<file path="config.mk">
export PLATFORM = sky130hd
export DESIGN_NAME = iaas_div
export DESIGN_NICKNAME = d
export VERILOG_FILES = /design/src/rtl/iaas_pkg.sv /design/src/rtl/iaas_div.sv
export VERILOG_INCLUDE_DIRS = /design/src /design/src/rtl
export SDC_FILE = /design/constraint.sdc
export NUM_CORES = 1
export LEC_CHECK = 0
export ABC_AREA = 1
export BUFFER_PORTS_ARGS = -buffer_cell sky130_fd_sc_hd__clkbuf_2
export CORE_MARGIN = 2
export CORE_UTILIZATION = 55
export DETAILED_ROUTE_END_ITERATION = 6
export PLACE_DENSITY = 0.79
export SLEW_MARGIN = 20
export SYNTH_ARGS = -nofsm -noshare
export SYNTH_HDL_FRONTEND = slang
export SYNTH_SLANG_ARGS = --single-unit
</file>
<file path="constraint.sdc">
create_clock -name clk -period 5.5 [get_ports clk]
set_clock_uncertainty 0.15 [all_clocks]
set_input_delay 0 -clock clk [delete_from_list [all_inputs] [get_ports clk]]
set_output_delay 0 -clock clk [all_outputs]
set_load 0.01 [all_outputs]
</file>
<file path="src/rtl/assert_macros.svh">
// Assertion helpers shared by the RTL files
`ifndef ASSERT_MACROS_SVH
`define ASSERT_MACROS_SVH
// Property that holds whenever reset is released
`define IAAS_ASSERT(lbl, prop, msg) \
	lbl: assert property (@(posedge clk) disable iff (!arst_n) (prop)) else $error(msg);
`endif

</file>
<file path="src/rtl/iaas_pkg.sv">
// ----------------------------------------------------------------------------
// iaas_pkg: shared types and constants
// Sizes, register indexes, the sequencer state type and the divider request and response types of the scaler.
// ----------------------------------------------------------------------------
package iaas_pkg;
	localparam int MaxWidth  = 512;
	localparam int MaxHeight = 512;
	localparam int XW = $clog2(MaxWidth);
	localparam int YW = $clog2(MaxHeight);
	localparam int AW = XW + YW;
	localparam int SumW = 8 + AW + 1;
	localparam int CntW = AW + 1;

	// divider sized for a channel sum over a full-frame box
	localparam int DivNW   = SumW;
	localparam int DivDW   = CntW;
	localparam int DivCntW = $clog2(DivNW + 1);

	localparam logic [2:0] RegSrcW = 3'd0;
	localparam logic [2:0] RegSrcH = 3'd1;
	localparam logic [2:0] RegDstW = 3'd2;
	localparam logic [2:0] RegDstH = 3'd3;
	localparam logic [2:0] RegNear = 3'd4;
	localparam logic [2:0] RegFour = 3'd5;

	typedef enum logic [3:0] {
		ST_IDLE, ST_XA, ST_XB, ST_YA, ST_YB, ST_RD, ST_ACC, ST_DIV, ST_OUT
	} state_t;

	typedef struct packed {
		logic             start;
		logic [DivNW-1:0] dividend;
		logic [DivDW-1:0] divisor;
	} div_req_t;

	typedef struct packed {
		logic             done;
		logic [DivNW-1:0] quot;
	} div_rsp_t;
endpackage

</file>
<file path="src/rtl/iaas_div.sv">
// ----------------------------------------------------------------------------
// iaas_div: shared restoring divider
// One quotient bit per cycle; done pulses the cycle after the last step.
// ----------------------------------------------------------------------------
`include "assert_macros.svh"
module iaas_div (
	input  logic              clk,
	input  logic              arst_n,
	input  iaas_pkg::div_req_t req,
	output iaas_pkg::div_rsp_t rsp
);
	import iaas_pkg::*;

	logic [DivNW-1:0]   quot_q;
	logic [DivDW:0]     rem_q;
	logic [DivDW-1:0]   dvs_q;
	logic [DivCntW-1:0] cnt_q;
	logic               busy_q;
	logic               done_q;
	logic [DivDW:0]     trial;

	assign trial = {rem_q[DivDW-1:0], quot_q[DivNW-1]};

	always_ff @(posedge clk or negedge arst_n) begin
		if (!arst_n) begin
			busy_q <= 1'b0;
			done_q <= 1'b0;
			cnt_q  <= '0;
		end else begin
			done_q <= busy_q && (cnt_q == DivCntW'(1));
			if (req.start) begin
				busy_q <= 1'b1;
				cnt_q  <= DivCntW'(DivNW);
			end else if (busy_q) begin
				cnt_q  <= cnt_q - DivCntW'(1);
				busy_q <= (cnt_q != DivCntW'(1));
			end
		end
	end

	always_ff @(posedge clk) begin
		if (req.start) begin
			quot_q <= req.dividend;
			rem_q  <= '0;
			dvs_q  <= req.divisor;
		end else if (busy_q) begin
			if (trial >= {1'b0, dvs_q}) begin
				rem_q  <= trial - {1'b0, dvs_q};
				quot_q <= {quot_q[DivNW-2:0], 1'b1};
			end else begin
				rem_q  <= trial;
				quot_q <= {quot_q[DivNW-2:0], 1'b0};
			end
		end
	end

	assign rsp.done = done_q;
	assign rsp.quot = quot_q;

	`IAAS_ASSERT(a_cnt_range, busy_q |-> (cnt_q != '0), "divider count ran out")
	`IAAS_ASSERT(a_done_end, rsp.done |=> !busy_q, "divider busy after done")
endmodule
</file>
==> summary.txt, run 1 <==
Finish
  • Final #Nets: 763
  • # diodes: 0
  • Finished Layout Cells: 799
  • Commonest non-fill, non-tap cell in the layout: nand2_1
  • Area grow syn2layout: 26.2%
  • Commonest non-fill, non-tap cells in the layout: 230 x nand2_1, 86 x inv_1, 76 x clkbuf_2
  • Fill cell count: a little under 600
  • Layout cells sized above 1: 0.159

Floorplan
  • Die width: about 90 µm
  • Io pins: 77
  • Chip Height: 92.6 µm
  • Starting Density: 0.564
  • Row count: 32
  • Core ar.: between 0.007 and 0.008 mm²
  • Die area: about 0.0086 mm²

Clocking
  • TritonCTS clock tree: yes
  • Post-CTS Setup Inserts: 0
  • # hold bufs at CTS: 48
  • Clock root cell: clkbuf_8
  • CTS max path bufs: 2
  • Cts bufs inserted: 9
  • Worst-path clk slew: about 0.09 ns
  • Clk sink count: a little over 70
  • Htree depth: 3
  • Post-CTS sizing: 0
  • Insertion delay to the later sink of the worst-skew pair: between 0.3 and 0.4 ns

Power and ir drop
  • Power Density: about 380 mW/mm²
  • Worst vdd ir: around 0.23 mV
  • Final Power: around 2.1 mW
  • LEAKAGE: 2.87 nW

Critical path
  • Worst path required time: between 5 and 6 ns
  • Critical Path End Type: flip-flop
  • CP arrival: about 2.9 ns
  • Type of the worst setup path: reg -> reg
  • FF-to-FF setup slack: between 2 and 3 ns
  • CP Max Fanout: 21
  • Type of origin of the critical path: flip-flop

Routing
  • Post-DRT Antenna Nets: 0
  • Top Metal Used: met4
  • DR WL/cell: 13.8 µm
  • DRC: 0
  • Via count: approximately 4100
  • Met3 wire length: ~670 µm
  • Post-Route WL: 11.0 mm
  • Detailed route wirelength on metal2: approximately 5.4 mm
  • Vias per cell: around 5.1
  • Metal-1 WL: 4.69 mm
  • DRT Pass-1 Iters: 5
  • DRT iter0 DRCs: between 200 and 250

Synthesis
  • Cells after Synth: 572
  • Largest family of logic cells by synthesized area: simple AND/OR/NAND/NOR gates
  • Post-synthesis adder-cell area fraction: 0.0655
  • Sequential-to-total area share from yosys stat: 0.449
  • Post-synthesis compound-gate area fraction: 0.0450
  • Syn nets: roughly 640
  • Synth Area in XOR/XNOR: 0.0183
  • Mapped Area: roughly 0.0043 mm²
  • Synth Register Bits: between 70 and 80
  • Synth cell types: 35
  • Mux contribution to synthesized area: 0
  • Synth Area in Simple Gates: 0.323
  • Syn Area/Cell: between 7 and 8 µm²
  • Synth Warn #: 0

Timing
  • Slew HR: 0.382
  • Tcrit/Tclk final: 0.499
  • Worst-Margin Slew: just over 0.9 ns
  • Setup TNS: 0 ns
  • Hold slack: around 0.085 ns
  • Setup WS post-layout: roughly 2.8 ns
  • Final hold violation count: 0
  • Setup repair after global routing missed its margin: false
  • Max-slew violation count: 0
  • Achievable Freq: 364 MHz
  • Min Tclk post-route: about 2.7 ns
  • # setup viols final: 0

Global route
  • Initial antenna violation count: 0
  • Largest net degree at the start of global routing: 52
  • Total grt overflow: 0
  • Vias in the first global route: 3964
  • First-pass GRT wire length: approximately 19 mm
  • Total global-route track usage: 0.279

Outcome
  • Status: finished, final reports clean

Placed design
  • GPL Wtd Cong: around 0.92
  • Setup WS pre-CTS: approximately 2.4 ns
  • Dpl cells: about 740
  • Port bufs: 76
  • DP HPWL: around 7.0 mm

Job
  • Total of max-cap violations: 0

Worst hold path
  • Worst min path class: in -> reg
[logic make-up (layout without fill, tap and decap cells)]
logic type               after synthesis  after routing
adder cells (fa/ha/maj)               22             22
buffers and inverters                106            231
AO/OA/AOI/OAI                         36             36
XOR/XNOR                               9              9
AND/OR/NAND/NOR                      327            327
flip-flops                            72             72
[worst max-delay path, stage by stage, from the launching register on]
cell      delay [ns]
edfxtp_1        0.33
inv_1           0.04
ha_1            0.32
nand2_1         0.08
nand2_1         0.07
nand2_1         0.06
nand2_1         0.04
nor2_1          0.14
o21ai_2         0.09
nor2_2          0.70
nand2_4         0.32
nand2_1         0.16
nand3_1         0.07
o21ai_0         0.07
[cell type report]
type / instances / area, µm² / share of cell area
sequential: 72 / 1940 / 0.356
tap: 102 / 128 / 0.0234
clock inverter: 6 / 92.6 / 0.0170
multi-input combinational: 394 / 1950 / 0.358
inverter: 89 / 334 / 0.0614
timing repair buffer: 126 / 876 / 0.161
clock buffer: 10 / 128 / 0.0234
[metal layers]
layer / up-vias / global-route usage
met1: 1881 / 0.353
met4: 0 / 0.106
li1: 2030 / -
met5: - / 0
met2: 144 / 0.467
met3: 22 / 0.0627
[state kept, by name, summed over array words and instances (netlist names)]
signal / count
quot_q: 27
dvs_q: 19
rem_q: 19
cnt_q: 5
busy_q: 1
done_q: 1
[cell usage after synthesis, drive strengths merged]
library cell,number,area (µm²)
nand3,44,245
nor3,5,25.0
buf,11,70.1
o21bai,1,7.51
xnor2,6,52.6
xor2,3,26.3
o21ai,17,88.8
nand3b,11,82.6
dfrtp,7,175
ha,21,263
dfxtp,19,380
a22oi,1,7.51
nand4,1,6.26
a21oi,16,83.8
clkinv,1,3.75
nor2,30,125
a31oi,1,6.26
fa,1,20.0
nand2,235,905
and2,1,6.26
edfxtp,46,1380
clkbuf,6,22.5
inv,88,330
[final timing paths]
kind                                 from   endpoint  depth (start not counted)
min in group asynchronous          arst_n   cnt_q[2]                          3
worst max-delay path            dvs_q[17]   rem_q[2]                         13
worst min-delay path              req[46]  dvs_q[10]                          2
max in group asynchronous          arst_n     done_q                          3
worst min register to register  rem_q[18]  rem_q[18]                          2
worst max register to register  dvs_q[17]   rem_q[2]                         13
[report_power, final]
| part | switching [mW] | internal (mW) |
|---|---|---|
| clock network | 0.216 | 0.258 |
| logic | 0.553 | 0.336 |
| registers | 0.0569 | 0.666 |
[stage by stage]
step	utilization	area, µm²
2_1_floorplan	-	4310
4_1_cts	0.712	5450
3_5_place_dp	0.620	4740
6_report	0.712	5450
3_3_place_gp	0.620	4740
5_1_grt	0.712	5450
Note: power is estimated with default switching activity, not from simulation.
==> run 2: changes to the inputs <==
==> constraint.sdc (replaced) <==
create_clock -name clk -period 2.76 [get_ports clk]
set_clock_uncertainty 0.15 [all_clocks]
set_input_delay 0 -clock clk [delete_from_list [all_inputs] [get_ports clk]]
set_output_delay 0 -clock clk [all_outputs]
set_load 0.01 [all_outputs]
==> run 2 against run 1 <==
Effect of this change:
- register-to-register slack got worse by 2.6 ns
- design area increased by 0.97%
- cell count increased by 0.50%
- first-iteration DRC count increased by 38%
- worst hold slack got worse by 0.046 ns
- setup slack got worse by 2.6 ns
- power increased by 100%
- die area unchanged
- critical path depth unchanged
- global-route usage increased by 0.28 points
- clock power increased by 100%
==> summary.txt, run 2 (synthesis gave the netlist of run 1 again) <==
Timing
  • Achievable Freq: 381 MHz (was 364 MHz)
  • Final hold violation count: 0 (unchanged)
  • Min Tclk post-route: 2.62 ns (was 2.74 ns)
  • Worst-Margin Slew: 0.886 ns (was 0.925 ns)
  • Max-slew violation count: 0 (unchanged)
  • Setup WS post-layout: 0.135 ns (was 2.76 ns)
  • Slew HR: 0.408 (was 0.382)
  • Setup TNS: 0 ns (unchanged)
  • # setup viols final: 0 (unchanged)
  • Tcrit/Tclk final: 0.951 (was 0.499)
  • Setup repair after global routing missed its margin: false (unchanged)

Finish
  • Finished Layout Cells: 803 (was 799)
  • Layout cells sized above 1: 0.161 (was 0.159)
  • Multi-input gate area: 0.00196 mm² (was 0.00195 mm²)
  • Commonest non-fill, non-tap cells in the layout: 230 x nand2_1, 86 x inv_1, 76 x clkbuf_2 (unchanged)
  • Biggest regs: quot_q: 27 flops, dvs_q: 19 flops, rem_q: 19 flops (unchanged)
  • Sequential cell area: 0.00194 mm² (unchanged)
  • Top reg by flops: quot_q (unchanged)
  • Area grow syn2layout: 27.4% (was 26.2%)
  • Fill cell count: 573 (was 582)
  • Commonest non-fill, non-tap cell in the layout: nand2_1 (unchanged)
  • Final #Nets: 766 (was 763)
  • Max reg flops: 27 (unchanged)

Worst hold path
  • Worst min path class: in -> reg (unchanged)

Routing
  • Post-DRT Antenna Nets: 0 (unchanged)
  • Vias per cell: 5.12 (was 5.10)
  • DRC: 0 (unchanged)
  • Via count: 4110 (was 4077)
  • DRT Pass-1 Iters: 5 (unchanged)
  • Post-Route WL: 11.2 mm (was 11.0 mm)
  • DR WL/cell: 14.0 µm (was 13.8 µm)
  • DRT iter0 DRCs: 327 (was 237)

Critical path
  • Critical Path End Type: flip-flop (unchanged)
  • CP arrival: 2.69 ns (was 2.87 ns)
  • Crit path from: quot_q[26] (was dvs_q[17])
  • Type of origin of the critical path: flip-flop (unchanged)
  • Reg-to-Reg Start: quot_q[26] (was dvs_q[17])
  • FF-to-FF End: rem_q[8] (was rem_q[2])
  • Worst path required time: 2.83 ns (was 5.62 ns)
  • R2R depth: 13 (unchanged)
  • FF-to-FF setup slack: 0.14 ns (was 2.76 ns)
  • CP Max Fanout: 21 (unchanged)
  • Type of the worst setup path: reg -> reg (unchanged)
  • Worst Setup EP: rem_q[8] (was rem_q[2])

Power and ir drop
  • P_sw: 1.68 mW (was 0.826 mW)
  • LEAKAGE: 2.90 nW (was 2.87 nW)
  • Power Density: 768 mW/mm² (was 383 mW/mm²)
  • Final Power: 4.22 mW (was 2.09 mW)
  • Sw frac: 0.398 (was 0.396)
  • Clock power frac: 0.229 (was 0.227)
  • Power share of the combinational group: 0.428 (was 0.426)
  • Worst vdd ir: 0.472 mV (was 0.235 mV)
  • Internal: 2.54 mW (was 1.26 mW)
  • Sequential Power Share: 0.343 (was 0.346)

Clocking
  • Htree depth: 3 (unchanged)
  • Cts bufs inserted: 9 (unchanged)
  • Insertion delay to the later sink of the worst-skew pair: 0.35 ns (was 0.36 ns)
  • Worst-path clk slew: 0.08 ns (was 0.09 ns)
  • TritonCTS clock tree: yes (unchanged)
  • CTS max path bufs: 2 (unchanged)
  • Clk sink count: 72 (unchanged)
  • Clock root cell: clkbuf_8 (unchanged)

Global route
  • Vias in the first global route: 4056 (was 3964)
  • Total grt overflow: 0 (unchanged)
  • Total global-route track usage: 0.282 (was 0.279)
  • First-pass GRT wire length: 18.9 mm (was 18.5 mm)
  • Largest net degree at the start of global routing: 36 (was 52)
  • Initial antenna violation count: 1 (was 0)

Placed design
  • Port bufs: 76 (unchanged)
  • GPL Wtd Cong: 0.961 (was 0.916)
  • Dpl cells: 738 (was 735)
  • DP HPWL: 7.46 mm (was 7.05 mm)
  • Setup WS pre-CTS: 0.111 ns (was 2.44 ns)

Floorplan
  • Die area: 0.00857 mm² (unchanged)
  • Die width: 92.6 µm (unchanged)
  • Core ar.: 0.00765 mm² (unchanged)
  • Io pins: 77 (unchanged)
  • Chip Height: 92.6 µm (unchanged)
  • Starting Density: 0.564 (unchanged)
  • Row count: 32 (unchanged)

Job
  • Total of max-cap violations: 0 (unchanged)

Outcome
  • Status: finished, final reports clean (unchanged)
==> run 2: power groups by stage <==
| stage | Clock (mW) | Sequential (mW) | Combinational, mW |
|---|---|---|---|
| global route | 1.01 | 1.46 | 2.04 |
| floorplan | 0 | 1.44 | 1.31 |
| global placement | 0 | 1.46 | 1.64 |
| detailed placement | 0 | 1.46 | 1.68 |
| CTS | 0.975 | 1.44 | 1.75 |
| finish | 0.968 | 1.45 | 1.81 |
==> run 2: layer usage <==
metal | share of wire | routed length [µm] | global-route usage
met1 | 0.42 | 4730 | 0.363
met2 | 0.49 | 5510 | 0.485
met3 | 0.070 | 784 | 0.0513
met4 | 0.019 | 218 | 0.0821
met5 | 0 | 0 | 0
==> run 2: critical path, stage by stage, from the launching register on <==
cell,delay [ns]
edfxtp_1,0.39
inv_1,0.10
ha_1,0.25
fa_1,0.44
inv_1,0.11
nand3_1,0.07
nand2_1,0.14
nand2_1,0.11
nand3_2,0.10
nand2_4,0.17
nand2_8,0.20
nand2_1,0.08
nand3_1,0.06
o21ai_0,0.09
==> run 2: cell type report <==
class | count | area share
clock buffer | 12 | 0.0323
antenna | 1 | 0.000455
tap | 102 | 0.0232
multi-input combinational | 394 | 0.357
timing repair buffer | 129 | 0.163
clock inverter | 4 | 0.0102
inverter | 89 | 0.0608
sequential | 72 | 0.352
==> run 2: timing repair <==
item / 4_1_cts / 5_1_grt
gates resized for setup: 0 / 2
hold endpoints to repair: 53 / 0
setup buffers: 0 / 0
hold buffers: 48 / 0
setup endpoints to repair: 0 / 19
==> run 2: worst min path at each step <==
| stage | from | to | slack [ns] | cells past startpoint |
|---|---|---|---|---|
| floorplan | arst_n | busy_q | -0.45 | 0 |
| global route | req[46] | dvs_q[18] | 0.07 | 1 |
| CTS | req[46] | dvs_q[18] | 0.02 | 1 |
| global placement | arst_n | cnt_q[4] | -0.31 | 1 |
| finish | req[46] | dvs_q[18] | 0.04 | 1 |
| detailed placement | arst_n | cnt_q[4] | -0.31 | 1 |
==> run 2: stage by stage <==
| stage | hold WS, ns | area (µm²) | util |
|---|---|---|---|
| 2_1_floorplan | -0.446 | 4310 | - |
| 3_3_place_gp | -0.310 | 4770 | 0.623 |
| 3_5_place_dp | -0.307 | 4770 | 0.623 |
| 4_1_cts | 0.0221 | 5480 | 0.717 |
| 5_1_grt | 0.0657 | 5500 | 0.719 |
| 6_report | 0.0397 | 5500 | 0.719 |
